File: config.mk
export PLATFORM = sky130hd
export DESIGN_NAME = gnss_binary_frame_deframer
export DESIGN_NICKNAME = d
export VERILOG_FILES = /design/src/design/gbfd_pkg.sv /design/src/design/gbfd_parser.sv /design/src/design/gnss_binary_frame_deframer.sv
export SDC_FILE = /design/constraint.sdc
export NUM_CORES = 1
export LEC_CHECK = 0
export ABC_AREA = 1
export ABC_CLOCK_PERIOD_IN_PS = 3800
export BUFFER_PORTS_ARGS = -buffer_cell sky130_fd_sc_hd__buf_2
export CORE_ASPECT_RATIO = 0.5
export CORE_UTILIZATION = 55
export CTS_CLUSTER_SIZE = 16
export DETAILED_ROUTE_END_ITERATION = 12
export PLACE_DENSITY = 0.77
export SYNTH_ARGS = -nofsm -noshare
export SYNTH_HDL_FRONTEND = slang
export SYNTH_SLANG_ARGS = --single-unit
File: constraint.sdc
create_clock -name clk -period 3.8 [get_ports clk]
set_input_delay 0.76 -clock clk [delete_from_list [all_inputs] [get_ports clk]]
set_output_delay 0.76 -clock clk [all_outputs]
set_load 0.01 [all_outputs]
File: src/design/gbfd_pkg.sv
package gbfd_pkg;

  // Frame layout.
  localparam int unsigned HEADER_BYTES = 24;
  localparam int unsigned CRC_BYTES    = 4;

  localparam logic [7:0] SYNC1 = 8'hAA;
  localparam logic [7:0] SYNC2 = 8'h44;
  localparam logic [7:0] SYNC3 = 8'hB5;

  localparam logic [31:0] CRC_POLY = 32'hEDB88320;

  // Header byte offsets of the little-endian id and length fields.
  localparam logic [16:0] OFS_ID_LO  = 17'd4;
  localparam logic [16:0] OFS_ID_HI  = 17'd5;
  localparam logic [16:0] OFS_LEN_LO = 17'd6;
  localparam logic [16:0] OFS_LEN_HI = 17'd7;
  localparam logic [16:0] OFS_HDR_LAST = 17'(HEADER_BYTES - 1);
  localparam logic [15:0] CRC_COUNT = 16'(CRC_BYTES);

  typedef enum logic [2:0] {
    PH_HUNT   = 3'd0,
    PH_SYNC2  = 3'd1,
    PH_SYNC3  = 3'd2,
    PH_HEADER = 3'd3,
    PH_DATA   = 3'd4,
    PH_CRC    = 3'd5
  } phase_t;

  typedef enum logic [1:0] {
    ST_HUNT     = 2'd0,
    ST_IN_FRAME = 2'd1,
    ST_CRC_GOOD = 2'd2,
    ST_CRC_BAD  = 2'd3
  } status_t;

  typedef struct packed {
    status_t     status;
    logic [16:0] frame_offset;
    logic [15:0] message_id;
    logic [15:0] payload_length;
    logic        header_done;
    logic [7:0]  byte_echo;
  } result_t;

  // Reflected CRC-32 update over one byte, LSB first.
  function automatic logic [31:0] crc_byte(input logic [31:0] crc, input logic [7:0] b);
    logic [31:0] c;
    c = crc ^ {24'd0, b};
    for (int i = 0; i < 8; i++) begin
      c = c[0] ? ((c >> 1) ^ CRC_POLY) : (c >> 1);
    end
    return c;
  endfunction

endpackage

File: src/design/gbfd_parser.sv
module gbfd_parser
  import gbfd_pkg::*;
(
  input  logic       clk,
  input  logic       rst_n,
  input  logic       step_en,
  input  logic [7:0] byte_in,
  output result_t    res
);

  phase_t      phase_r, phase_nxt;
  logic [31:0] crc_r, crc_nxt;
  logic [16:0] ofs_r, ofs_nxt;
  logic [15:0] left_r, left_nxt;
  logic [15:0] id_r, id_nxt;
  logic [15:0] len_r, len_nxt;

  // Parser state, advanced once per consumed byte.
  always_ff @(posedge clk) begin
    if (!rst_n) begin
      phase_r <= PH_HUNT;
      crc_r   <= '0;
      ofs_r   <= '0;
      left_r  <= '0;
      id_r    <= '0;
      len_r   <= '0;
    end else if (step_en) begin
      phase_r <= phase_nxt;
      crc_r   <= crc_nxt;
      ofs_r   <= ofs_nxt;
      left_r  <= left_nxt;
      id_r    <= id_nxt;
      len_r   <= len_nxt;
    end
  end

  // Next state and the result for the current byte.
  always_comb begin
    logic        hunt;
    logic        hd;
    status_t     st;
    logic [31:0] crc_upd;
    logic [16:0] ofs_inc;
    hunt      = 1'b0;
    hd        = 1'b0;
    st        = ST_IN_FRAME;
    crc_upd   = crc_byte(crc_r, byte_in);
    ofs_inc   = ofs_r + 17'd1;
    phase_nxt = phase_r;
    crc_nxt   = crc_r;
    ofs_nxt   = ofs_r;
    left_nxt  = left_r;
    id_nxt    = id_r;
    len_nxt   = len_r;

    unique case (phase_r)
      PH_SYNC2: begin
        if (byte_in != SYNC2) begin
          hunt = 1'b1;
        end else begin
          ofs_nxt   = ofs_inc;
          crc_nxt   = crc_upd;
          phase_nxt = PH_SYNC3;
        end
      end
      PH_SYNC3: begin
        if (byte_in != SYNC3) begin
          hunt = 1'b1;
        end else begin
          ofs_nxt   = ofs_inc;
          crc_nxt   = crc_upd;
          phase_nxt = PH_HEADER;
        end
      end
      PH_HEADER: begin
        ofs_nxt = ofs_inc;
        crc_nxt = crc_upd;
        if (ofs_inc == OFS_ID_LO)  id_nxt  = {id_r[15:8], byte_in};
        if (ofs_inc == OFS_ID_HI)  id_nxt  = {byte_in, id_r[7:0]};
        if (ofs_inc == OFS_LEN_LO) len_nxt = {len_r[15:8], byte_in};
        if (ofs_inc == OFS_LEN_HI) len_nxt = {byte_in, len_r[7:0]};
        if (ofs_inc >= OFS_HDR_LAST) begin
          hd = 1'b1;
          // An empty payload skips straight to the CRC bytes.
          if (len_nxt == 16'd0) begin
            left_nxt  = CRC_COUNT;
            phase_nxt = PH_CRC;
          end else begin
            left_nxt  = len_nxt;
            phase_nxt = PH_DATA;
          end
        end
      end
      PH_DATA: begin
        ofs_nxt = ofs_inc;
        crc_nxt = crc_upd;
        hd      = 1'b1;
        if (left_r <= 16'd1) begin
          left_nxt  = CRC_COUNT;
          phase_nxt = PH_CRC;
        end else begin
          left_nxt = left_r - 16'd1;
        end
      end
      PH_CRC: begin
        ofs_nxt = ofs_inc;
        crc_nxt = crc_upd;
        hd      = 1'b1;
        if (left_r <= 16'd1) begin
          left_nxt  = '0;
          st        = (crc_upd == 32'd0) ? ST_CRC_GOOD : ST_CRC_BAD;
          phase_nxt = PH_HUNT;
        end else begin
          left_nxt = left_r - 16'd1;
        end
      end
      default: begin
        hunt = 1'b1;
      end
    endcase

    // A byte outside a frame, or a broken sync, is checked as a new start.
    if (hunt) begin
      if (byte_in == SYNC1) begin
        crc_nxt   = crc_byte(32'd0, byte_in);
        ofs_nxt   = '0;
        left_nxt  = '0;
        id_nxt    = '0;
        len_nxt   = '0;
        phase_nxt = PH_SYNC2;
        st        = ST_IN_FRAME;
      end else begin
        phase_nxt = PH_HUNT;
        ofs_nxt   = '0;
        st        = ST_HUNT;
      end
    end

    res.status         = st;
    res.frame_offset   = (st == ST_HUNT) ? 17'd0 : ofs_nxt;
    res.message_id     = hd ? id_nxt : 16'd0;
    res.payload_length = hd ? len_nxt : 16'd0;
    res.header_done    = hd;
    res.byte_echo      = byte_in;
  end

endmodule

File: src/design/gnss_binary_frame_deframer.sv
// Byte-stream deframer for binary GNSS frames: it hunts for the sync bytes AA 44 B5,
// latches the message id and payload length from the header, counts the payload and
// checks the trailing reflected CRC-32, giving one status request per input byte.
// It takes one byte per clock cycle when the output is not stalled, and each byte goes
// through the input register and then the result register; the rate is set by the
// byte-wide CRC update, done combinationally between those two registers.
module gnss_binary_frame_deframer
  import gbfd_pkg::*;
(
  input  logic        clk,
  input  logic        rst_n,
  input  logic        in_valid,
  output logic        in_stall,
  input  logic [7:0]  in_byte_in,
  output logic        out_valid,
  input  logic        out_stall,
  output logic [1:0]  out_status,
  output logic [16:0] out_frame_offset,
  output logic [15:0] out_message_id,
  output logic [15:0] out_payload_length,
  output logic        out_header_done,
  output logic [7:0]  out_byte_echo
);

  logic       in_v_r;
  logic [7:0] in_byte_r;
  logic       out_v_r;
  result_t    res_r;
  result_t    res;
  logic       advance;

  // The result register moves when it is empty or being taken.
  assign advance  = !out_v_r || !out_stall;
  assign in_stall = in_v_r && !advance;

  // Input register.
  always_ff @(posedge clk) begin
    if (!rst_n) begin
      in_v_r <= 1'b0;
    end else if (!in_stall) begin
      in_v_r <= in_valid;
    end
  end

  always_ff @(posedge clk) begin
    if (in_valid && !in_stall) begin
      in_byte_r <= in_byte_in;
    end
  end

  gbfd_parser u_parser (
    .clk     (clk),
    .rst_n   (rst_n),
    .step_en (in_v_r && advance),
    .byte_in (in_byte_r),
    .res     (res)
  );

  // Result register.
  always_ff @(posedge clk) begin
    if (!rst_n) begin
      out_v_r <= 1'b0;
    end else if (advance) begin
      out_v_r <= in_v_r;
    end
  end

  always_ff @(posedge clk) begin
    if (advance && in_v_r) begin
      res_r <= res;
    end
  end

  assign out_valid          = out_v_r;
  assign out_status         = res_r.status;
  assign out_frame_offset   = res_r.frame_offset;
  assign out_message_id     = res_r.message_id;
  assign out_payload_length = res_r.payload_length;
  assign out_header_done    = res_r.header_done;
  assign out_byte_echo      = res_r.byte_echo;

endmodule

==> impl_metrics.ini, run 1 <==
[status]
run_status = complete, no violations

[layout]
drive_above_1_share_pct = 11.3
layout.nets = 1368
multi_input_area_sq_mm = 0.00506
n_fill_cell = 1543
ff_latch_area_sq_mm = 0.00408
antenna_cells = 0
syn_to_final_growth_pct = 11.6

[synthesis]
yosysTopAreaCellShare_pct = 20.7
ys_async_sr_fraction_pct = 0
synthTopCellsByArea = dfxtp_1 21%, edfxtp_1 21%, nand2_1 9.7%
syn_area_sq_mm = 0.00987
ys_ff_latch = 170
yosysMostFrequentCell = nand2_1
ys_seq_area_share_pct = 41.4
syn_area_per_cell_sq_um = 7.63
ys.flop_type = dfxtp_1
synthCells = 1293
synth_edf_count = 68
yosysTopAreaCell = dfxtp_1
synth.distinct_cells = 42
synth_fp_nets = 1322
synth-warning-count = 0
synth_commonest_cells = 256 x nand2_1, 140 x a21oi_1, 135 x nor2_1

[pwr]
leakage_nw = 4.40
power_density_mw_per_mm2 = 403
fin_total_pwr_mw = 4.43
ir_drop_mv = 0.341

[clock_network]
clk_path_buf_depth = 2
clock_sinks = 170
cts_made_buffers = 17
cts_tree = done
htree_levels = 4
cts_setup_buffers = 0
path_clk_slew_ps = 70
cts_root_buf = clkbuf_16
cts-hold-fix-buffers = 0
post_cts_resized = 0
insertion_delay_ps = 450

[drt]
ant_nets = 0
wl_per_cell_microns = 17.0
drt_first_pass_iters = 5
via_count = 9097
post-route-drc-count = 0
avgViaCountPerCell = 5.74
dr.first_iter.drc_count = 1056
wl_microns = 27000

[floorplan]
chipHeight_microns = 96.7
start_util_pct = 56.6
fp-row-count = 34
pin_count = 74
die_area_sq_mm = 0.0185
core_area_sq_mm = 0.0174
fp.dieW_microns = 191

[worst_setup_path]
cpPeakStageDelay_ps = 460
r2r_start = u_parser.ofs_r[1]
cpMostUsedCell = nand2_1
required_ps = 3980
worstPathCellList = ha_1, nand2_1, nor2_1, nand2_1, xnor2_1, nor2_1, nand2_1, nor2_2, nand3_1, nand2_1, buf_4, inv_1, nor2_2, buf_4, nor2_1
crit_slowest_cell = dfxtp_1
cp_max_fo = 33
startpoint_type = flop
worst_setup_path_end_kind = flop
cp-startpoint = u_parser.ofs_r[1]
worstSetupPathType = flop to flop
cp_data_arrival_time_ps = 3490

[placed_design]
numPortBuffers = 73
place.gp.congestion = 0.991
hpwl_microns = 18700

[global_route]
antenna_found_initial = 0
grt_usage_pct = 30.0
grt_start_max_net_pins = 162
grt_pass1_wl_microns = 43200
overflow = 0
first_global_vias = 8194

[sta]
skew_ps = 19.3
slew-limit-headroom_pct = 43.3
grt_setup_unrepaired = no
fin_crit_ps = 3310
setup_viol = 0
tns_ps = 0
worst_slew_pin_slew_ps = 851
fmax_ghz = 0.303
period_share_pct = 87.0
slew_violations = 0
hold_viol = 0

[hold_path]
min_path_type = flop to flop
hold_path_startpoint = u_parser.crc_r[18]

[flow_run]
maxCapViolCount = 0
==> worst max-delay path, delay by kind of cell, from the launching register on <==
kind / cells / cell delay (ps)
buffers and inverters: 3 / 600
flip-flops: 1 / 460
adder cells (fa/ha/maj): 1 / 290
AND/OR/NAND/NOR: 10 / 1500
XOR/XNOR: 1 / 160
==> report_power, final <==
| part | total [mW] | switching (mW) | internal, mW |
|---|---|---|---|
| combinational | 0.693 | 0.467 | 0.226 |
| clock | 1.72 | 0.840 | 0.878 |
| sequential | 2.02 | 0.0556 | 1.97 |
==> final cells by class <==
type                       instances  share of cell area (%)
clock buffer                      17                    3.86
inverter                         124                    4.23
tap                              234                    2.66
clock inverter                    15                    1.43
timing repair buffer              93                    4.79
multi-input combinational        933                    45.9
sequential                       170                    37.1
==> through the flow <==
| stage | setup slack (ps) | hold slack (ps) | utilization [%] | instances | area (sq um) |
|---|---|---|---|---|---|
| after floorplan | 166 | 445 | - | 1293 | 9870 |
| after global placement | 718 | 452 | 59.8 | 1554 | 10400 |
| after detailed placement | 577 | 458 | 59.8 | 1554 | 10400 |
| after CTS | 581 | 468 | 63.1 | 1586 | 11000 |
| after global routing | 184 | 478 | 63.1 | 1586 | 11000 |
| final | 494 | 466 | 63.1 | 1586 | 11000 |
==> cell families (layout without fill, tap and decap cells) <==
kind of cell / Yosys count / count (layout) / synth area share, %
AOI/OAI and AO/OA: 303 / 303 / 17.0
xor gates and xnor gates: 122 / 122 / 11.4
adders and majority gates: 17 / 17 / 2.16
buffers and inverters: 190 / 249 / 7.49
DFF: 170 / 170 / 41.4
and+or+nand+nor: 491 / 491 / 20.6
==> metal layers <==
metal | wire, microns | up-vias | global-route usage [%]
met2 | 11900 | 390 | 44.3
met1 | 12000 | 4309 | 44.0
li1 | - | 4379 | -
met3 | 2860 | 19 | 7.26
met5 | 0 | - | 0
met4 | 237 | 0 | 7.02
==> worst paths after layout <==
| check | slack (ps) | end | cells past startpoint |
|---|---|---|---|
| worst max register to register | 490 | out_message_id[14] | 15 |
| worst min-delay path | 470 | u_parser.crc_r[18] | 2 |
| worst max-delay path | 490 | out_message_id[14] | 15 |
| worst min register to register | 470 | u_parser.crc_r[18] | 2 |
==> cells in the final DEF (no fill, tap or decap), types with 4 or more instances in the layout <==
| master | count |
|---|---|
| nand2_1 | 256 |
| a21oi_1 | 140 |
| nor2_1 | 131 |
| inv_1 | 116 |
| dfxtp_1 | 102 |
| o21ai_0 | 98 |
| xor2_1 | 80 |
| buf_2 | 73 |
| edfxtp_1 | 68 |
| nand3_1 | 54 |
| xnor2_1 | 36 |
| o211ai_1 | 25 |
| buf_4 | 19 |
| ha_1 | 17 |
| clkbuf_16 | 17 |
| nor3_1 | 14 |
| nand4_1 | 11 |
| a211oi_1 | 10 |
| nor2_2 | 9 |
| o22ai_1 | 7 |
| inv_2 | 6 |
| o221ai_1 | 6 |
| xnor2_2 | 5 |
| nor4_1 | 5 |
| a221oi_1 | 5 |
| inv_8 | 5 |
| o21ai_1 | 4 |
==> sequential cells by signal, summed over array words and instances, names as in the netlist <==
register / cells
u_parser.crc_r: 32
out_frame_offset: 17
u_parser.ofs_r: 17
out_message_id: 16
out_payload_length: 16
u_parser.id_r: 16
u_parser.left_r: 16
u_parser.len_r: 16
in_byte_r: 8
out_byte_echo: 8
u_parser.phase_r: 3
out_status: 2
in_v_r: 1
out_header_done: 1
out_valid: 1
Power figures use the tool's default switching activity.
==> inputs of run 2 (changes only) <==
--- a/config.mk
+++ b/config.mk
@@ -12,7 +12,7 @@
 export CORE_UTILIZATION = 55
 export CTS_CLUSTER_SIZE = 16
 export DETAILED_ROUTE_END_ITERATION = 12
-export PLACE_DENSITY = 0.77
+export PLACE_DENSITY = 0.82
 export SYNTH_ARGS = -nofsm -noshare
 export SYNTH_HDL_FRONTEND = slang
 export SYNTH_SLANG_ARGS = --single-unit
==> constraint.sdc (replaced) <==
create_clock -name clk -period 3.8 [get_ports clk]
set_input_delay 1.14 -clock clk [delete_from_list [all_inputs] [get_ports clk]]
set_output_delay 1.14 -clock clk [all_outputs]
set_load 0.01 [all_outputs]
==> run 2 against run 1 <==
Hold slack worse by 1.9 ps. Die area unchanged. Final cell count unchanged. Routed wire length up 1.5%. First-iteration DRC count down 22%. Power up 3.1%. Clock power up 8%. Sequential power about the same. Critical path type unchanged. Highest routed layer unchanged. Register-to-register slack worse by 120 ps. Via count up 0.40%. Critical path depth unchanged.
==> impl_metrics.ini, run 2 (synthesis results as in run 1) <==
[worst_setup_path]
required_ps = 3970
crit_family = simple AND/OR/NAND/NOR gates
worstSetupPathType = flop to flop
cp_max_fo = 33
worst_r2r_path_depth = 15
reg2reg_to = out_payload_length[0]
worst_setup_path_end_kind = flop
startpoint_type = flop
cpPeakStageDelay_ps = 440
r2r_start = u_parser.ofs_r[1]
cp_num_buf_inv = 3
worstPathCellList = ha_1, nand2_1, nor2_1, nand2_1, xnor2_1, nor2_1, nand2_1, nor2_2, nand3_1, nand2_1, buf_4, inv_1, nor2_2, buf_4, nor2_1
crit_slowest_cell = dfxtp_1
r2r_slack_ps = 370
cpMostUsedCell = nand2_1
cp_data_arrival_time_ps = 3600

[pwr]
leakage_nw = 4.41
power_frac_seq_pct = 44.3
clkPwrFrac_pct = 40.6
power_density_mw_per_mm2 = 413
p_sw_share_pct = 29.9
power_frac_comb_pct = 15.1
power.internal_mw = 3.20
ir_drop_mv = 0.337
netSwitchingPower_mw = 1.37

[floorplan]
pin_count = 74
core_area_sq_mm = 0.0174
fp.dieW_microns = 191
fp-row-count = 34
chipHeight_microns = 96.7
start_util_pct = 56.6
die_area_sq_mm = 0.0185

[status]
run_status = complete, no violations

[global_route]
antenna_found_initial = 0
grt_usage_pct = 30.5
first_global_vias = 8493
overflow = 0
grt_pass1_wl_microns = 43900
grt_start_max_net_pins = 162

[layout]
final_cell_mix = 256 x nand2_1, 140 x a21oi_1, 131 x nor2_1
final_common_cell = nand2_1
syn_to_final_growth_pct = 12.1
drive_above_1_share_pct = 11.4
top_register = u_parser.crc_r
layout.nets = 1368
antenna_cells = 0
fin_area_sq_mm = 0.0111
largest_register_ff_count = 32

[sta]
grt_setup_unrepaired = no
tns_ps = 0
slew-limit-headroom_pct = 48.2
fmax_ghz = 0.292
fin_crit_ps = 3430
skew_ps = 16.7
worst_slew_pin_slew_ps = 777
setup_viol = 0
period_share_pct = 90.2
slew_violations = 0
hold_viol = 0

[drt]
avgViaCountPerCell = 5.76
wl_microns = 27400
route.met3.wl_microns = 2570
post-route-drc-count = 0
dr.first_iter.drc_count = 821
ant_nets = 0
wl_met1_microns = 12300
route.met2.wl_microns = 12200
wl_per_cell_microns = 17.3
via_count = 9133
drt_first_pass_iters = 5
routed.top_layer = met4

[clock_network]
htree_levels = 4
post_cts_resized = 0
cts_setup_buffers = 0
cts-hold-fix-buffers = 0
path_clk_slew_ps = 70
cts_tree = done
cts_made_buffers = 17
clk_path_buf_depth = 2
clock_sinks = 170
insertion_delay_ps = 440
cts_root_buf = clkbuf_16

[hold_path]
min_path_type = flop to flop
whs_path_depth = 2
hold_path_startpoint = u_parser.left_r[6]
worst_hold_path.endpoint = u_parser.left_r[6]

[placed_design]
place.gp.congestion = 0.928
numPortBuffers = 73
place_area_sq_mm = 0.0104
hpwl_microns = 18700

[flow_run]
maxCapViolCount = 0
## run 2: cell count changes in the layout (fill, tap and decap cells not counted)
cell | previous run | this run
bufinv_16 | 0 | 2
clkinv_1 | 3 | 2
clkinv_2 | 1 | 0
clkinv_4 | 3 | 2
clkinvlp_4 | 0 | 2
inv_8 | 5 | 4
## run 2: worst min-delay path: cells and delay by family, from the launching register on
| family | cells | cell delay (ps) |
|---|---|---|
| AO/OA/AOI/OAI | 1 | 50 |
| flip-flops | 1 | 310 |
| AND/OR/NAND/NOR | 1 | 60 |
## run 2: cell type report
| cell class | instances | area (sq um) |
|---|---|---|
| repair buffers | 93 | 528 |
| inverters | 124 | 465 |
| fillers | 1531 | 6380 |
| clock inverters | 15 | 204 |
| multi-input cells | 933 | 5060 |
| flip-flops and latches | 170 | 4080 |
| well taps | 234 | 293 |
| clock buffers | 17 | 425 |
## run 2: stage by stage
stage               setup slack, ps  power, mW  instances  utilization (%)  hold WS (ps)
floorplan                       754       2.53       1293                -           445
global placement                592       2.71       1554             59.8           452
detailed placement              414       2.73       1554             59.8           458
CTS                             406       4.57       1586             63.4           468
global route                   1.11       4.72       1586             63.4           488
finish                          371       4.57       1586             63.4           464
## run 2: worst max path at each step
stage / from / end / slack, ps / cells past startpoint
3_5_place_dp: u_parser.ofs_r[1] / out_payload_length[0] / 410 / 15
2_1_floorplan: out_stall / out_byte_echo[0] / 750 / 5
6_report: u_parser.ofs_r[1] / out_payload_length[0] / 370 / 15
4_1_cts: u_parser.ofs_r[1] / out_payload_length[0] / 410 / 15
5_1_grt: u_parser.ofs_r[1] / out_payload_length[0] / 1 / 15
3_3_place_gp: u_parser.ofs_r[1] / out_message_id[4] / 590 / 15
## run 2: metal layers
layer	global-route usage (%)	vias up
met2	46.3	435
met3	6.97	47
met5	0	-
met1	43.3	4268
li1	-	4383
met4	8.55	0
## run 2: power by group through the flow
stage / Clock (mW) / Combinational (mW) / Sequential (mW)
after detailed placement: 0 / 0.669 / 2.06
final: 1.86 / 0.689 / 2.02
after CTS: 1.87 / 0.675 / 2.02
after global placement: 0 / 0.656 / 2.06
after global routing: 1.95 / 0.745 / 2.03
after floorplan: 0 / 0.476 / 2.06
==> inputs of run 3 (changes only) <==
--- a/config.mk
+++ b/config.mk
@@ -9,8 +9,9 @@
 export ABC_CLOCK_PERIOD_IN_PS = 3800
 export BUFFER_PORTS_ARGS = -buffer_cell sky130_fd_sc_hd__buf_2
 export CORE_ASPECT_RATIO = 0.5
+export CORE_MARGIN = 5
 export CORE_UTILIZATION = 55
-export CTS_CLUSTER_SIZE = 16
+export CTS_CLUSTER_SIZE = 12
 export DETAILED_ROUTE_END_ITERATION = 12
 export PLACE_DENSITY = 0.82
 export SYNTH_ARGS = -nofsm -noshare
==> run 3 against run 2 <==
Sequential cell count stayed put. Maximum frequency is 1.8% lower. Hold slack better by 1.1 ps. Final cell count is 0.13% higher.
==> impl_metrics.ini, run 3 (synthesis results as in run 1) <==
[drt]
post-route-drc-count = 0
wl_per_cell_microns = 17.3
ant_nets = 0
avgViaCountPerCell = 5.74
via_count = 9119
dr.first_iter.drc_count = 1099
wl_microns = 27500
drt_first_pass_iters = 6

[clock_network]
cts_setup_buffers = 0
insertion_delay_ps = 440
post_cts_resized = 0
clk_path_buf_depth = 2
htree_levels = 4
cts_made_buffers = 17
path_clk_slew_ps = 70
cts_root_buf = clkbuf_16
cts_tree = done
clock_sinks = 170
cts-hold-fix-buffers = 0

[placed_design]
numPortBuffers = 73
hpwl_microns = 19100
place.gp.congestion = 0.945
place_area_sq_mm = 0.0105

[worst_setup_path]
worstSetupPathType = flop to flop
worst_r2r_path_depth = 15
required_ps = 3980
startpoint_type = flop
worst_setup_path_end_kind = flop
cp_max_fo = 33
cp_data_arrival_time_ps = 3670
cp-startpoint = u_parser.ofs_r[1]
r2r_slack_ps = 310
r2r_start = u_parser.ofs_r[1]
reg2reg_to = out_message_id[3]
crit_end = out_message_id[3]

[sta]
worst_slew_pin_slew_ps = 787
grt_setup_unrepaired = no
tns_ps = 0
period_share_pct = 91.9
fmax_ghz = 0.286
hold_viol = 0
slew-limit-headroom_pct = 47.5
setup_viol = 0
skew_ps = 14.8
fin_crit_ps = 3490
slew_violations = 0

[floorplan]
die_area_sq_mm = 0.0209
core_area_sq_mm = 0.0175
start_util_pct = 56.4
fp-row-count = 34
pin_count = 74
chipHeight_microns = 105
fp.dieW_microns = 199

[global_route]
grt_start_max_net_pins = 162
first_global_vias = 8321
grt_pass1_wl_microns = 44300
grt_usage_pct = 26.3
antenna_found_initial = 0
overflow = 0

[layout]
fin_area_sq_mm = 0.0111
final_common_cell = nand2_1
largest_register_ff_count = 32
layout.nets = 1370
top_register = u_parser.crc_r
final_cell_mix = 256 x nand2_1, 140 x a21oi_1, 131 x nor2_1
syn_to_final_growth_pct = 12.0
drive_above_1_share_pct = 11.4
antenna_cells = 0

[status]
run_status = complete, no violations

[pwr]
ir_drop_mv = 0.322
leakage_nw = 4.42
power_density_mw_per_mm2 = 402

[flow_run]
maxCapViolCount = 0

[hold_path]
min_path_type = flop to flop
run 3: cell count changes in the layout (fill, tap and decap cells not counted), sizes merged:
cell / change
clkinvlp: -1
clkinv: +2
inv: +1
buf: +2
bufinv: -2
run 3: cell type report:
cell class,instances,area (sq um)
clock buffer,17,425
tap,234,293
multi-input combinational,933,5060
inverter,124,465
timing repair buffer,95,568
fill,1515,6430
sequential,170,4080
clock inverter,15,158
run 3: worst min-delay path by stage:
stage | startpoint | endpoint | slack [ps] | depth (start not counted)
after CTS | u_parser.left_r[7] | u_parser.left_r[7] | 470 | 2
after floorplan | u_parser.crc_r[18] | u_parser.crc_r[18] | 450 | 2
final | u_parser.crc_r[18] | u_parser.crc_r[18] | 470 | 2
after detailed placement | u_parser.left_r[7] | u_parser.left_r[7] | 460 | 2
after global routing | u_parser.left_r[7] | u_parser.left_r[7] | 480 | 2
after global placement | u_parser.left_r[7] | u_parser.left_r[7] | 450 | 2
run 3: report_power, final:
| group | internal, mW | switching, mW | leakage (nW) |
|---|---|---|---|
| clock | 0.879 | 0.848 | 0.283 |
| combinational | 0.231 | 0.462 | 2.65 |
| sequential | 1.97 | 0.0595 | 1.48 |
| total | 3.08 | 1.37 | 4.42 |
run 3: routing by layer:
| metal | vias up | part of all wire, % | track usage, % |
|---|---|---|---|
| met4 | 0 | 1.1 | 5.28 |
| li1 | 4379 | - | - |
| met5 | - | 0 | 0 |
| met3 | 28 | 11 | 5.79 |
| met2 | 419 | 44 | 39.8 |
| met1 | 4293 | 44 | 39.1 |
run 3: worst max-delay path, stage by stage, from the launching register on:
cell and delay, ps:
dfxtp_1 450, ha_1 290, nand2_1 70, nor2_1 230
nand2_1 180, xnor2_1 160, nor2_1 100, nand2_1 70
nor2_2 430, nand3_1 300, nand2_1 130, buf_4 200
inv_1 80, nor2_2 80, buf_4 340, nor2_1 110
run 3: through the flow:
| stage | util (%) | std cells | total power, mW | setup WS, ps | hold slack (ps) |
|---|---|---|---|---|---|
| floorplan | - | 1293 | 2.53 | 754 | 445 |
| global placement | 59.9 | 1556 | 2.73 | 617 | 453 |
| detailed placement | 59.9 | 1556 | 2.74 | 436 | 456 |
| CTS | 63.2 | 1588 | 4.45 | 422 | 467 |
| global route | 63.2 | 1588 | 4.62 | 19.6 | 480 |
| finish | 63.2 | 1588 | 4.44 | 309 | 465 |
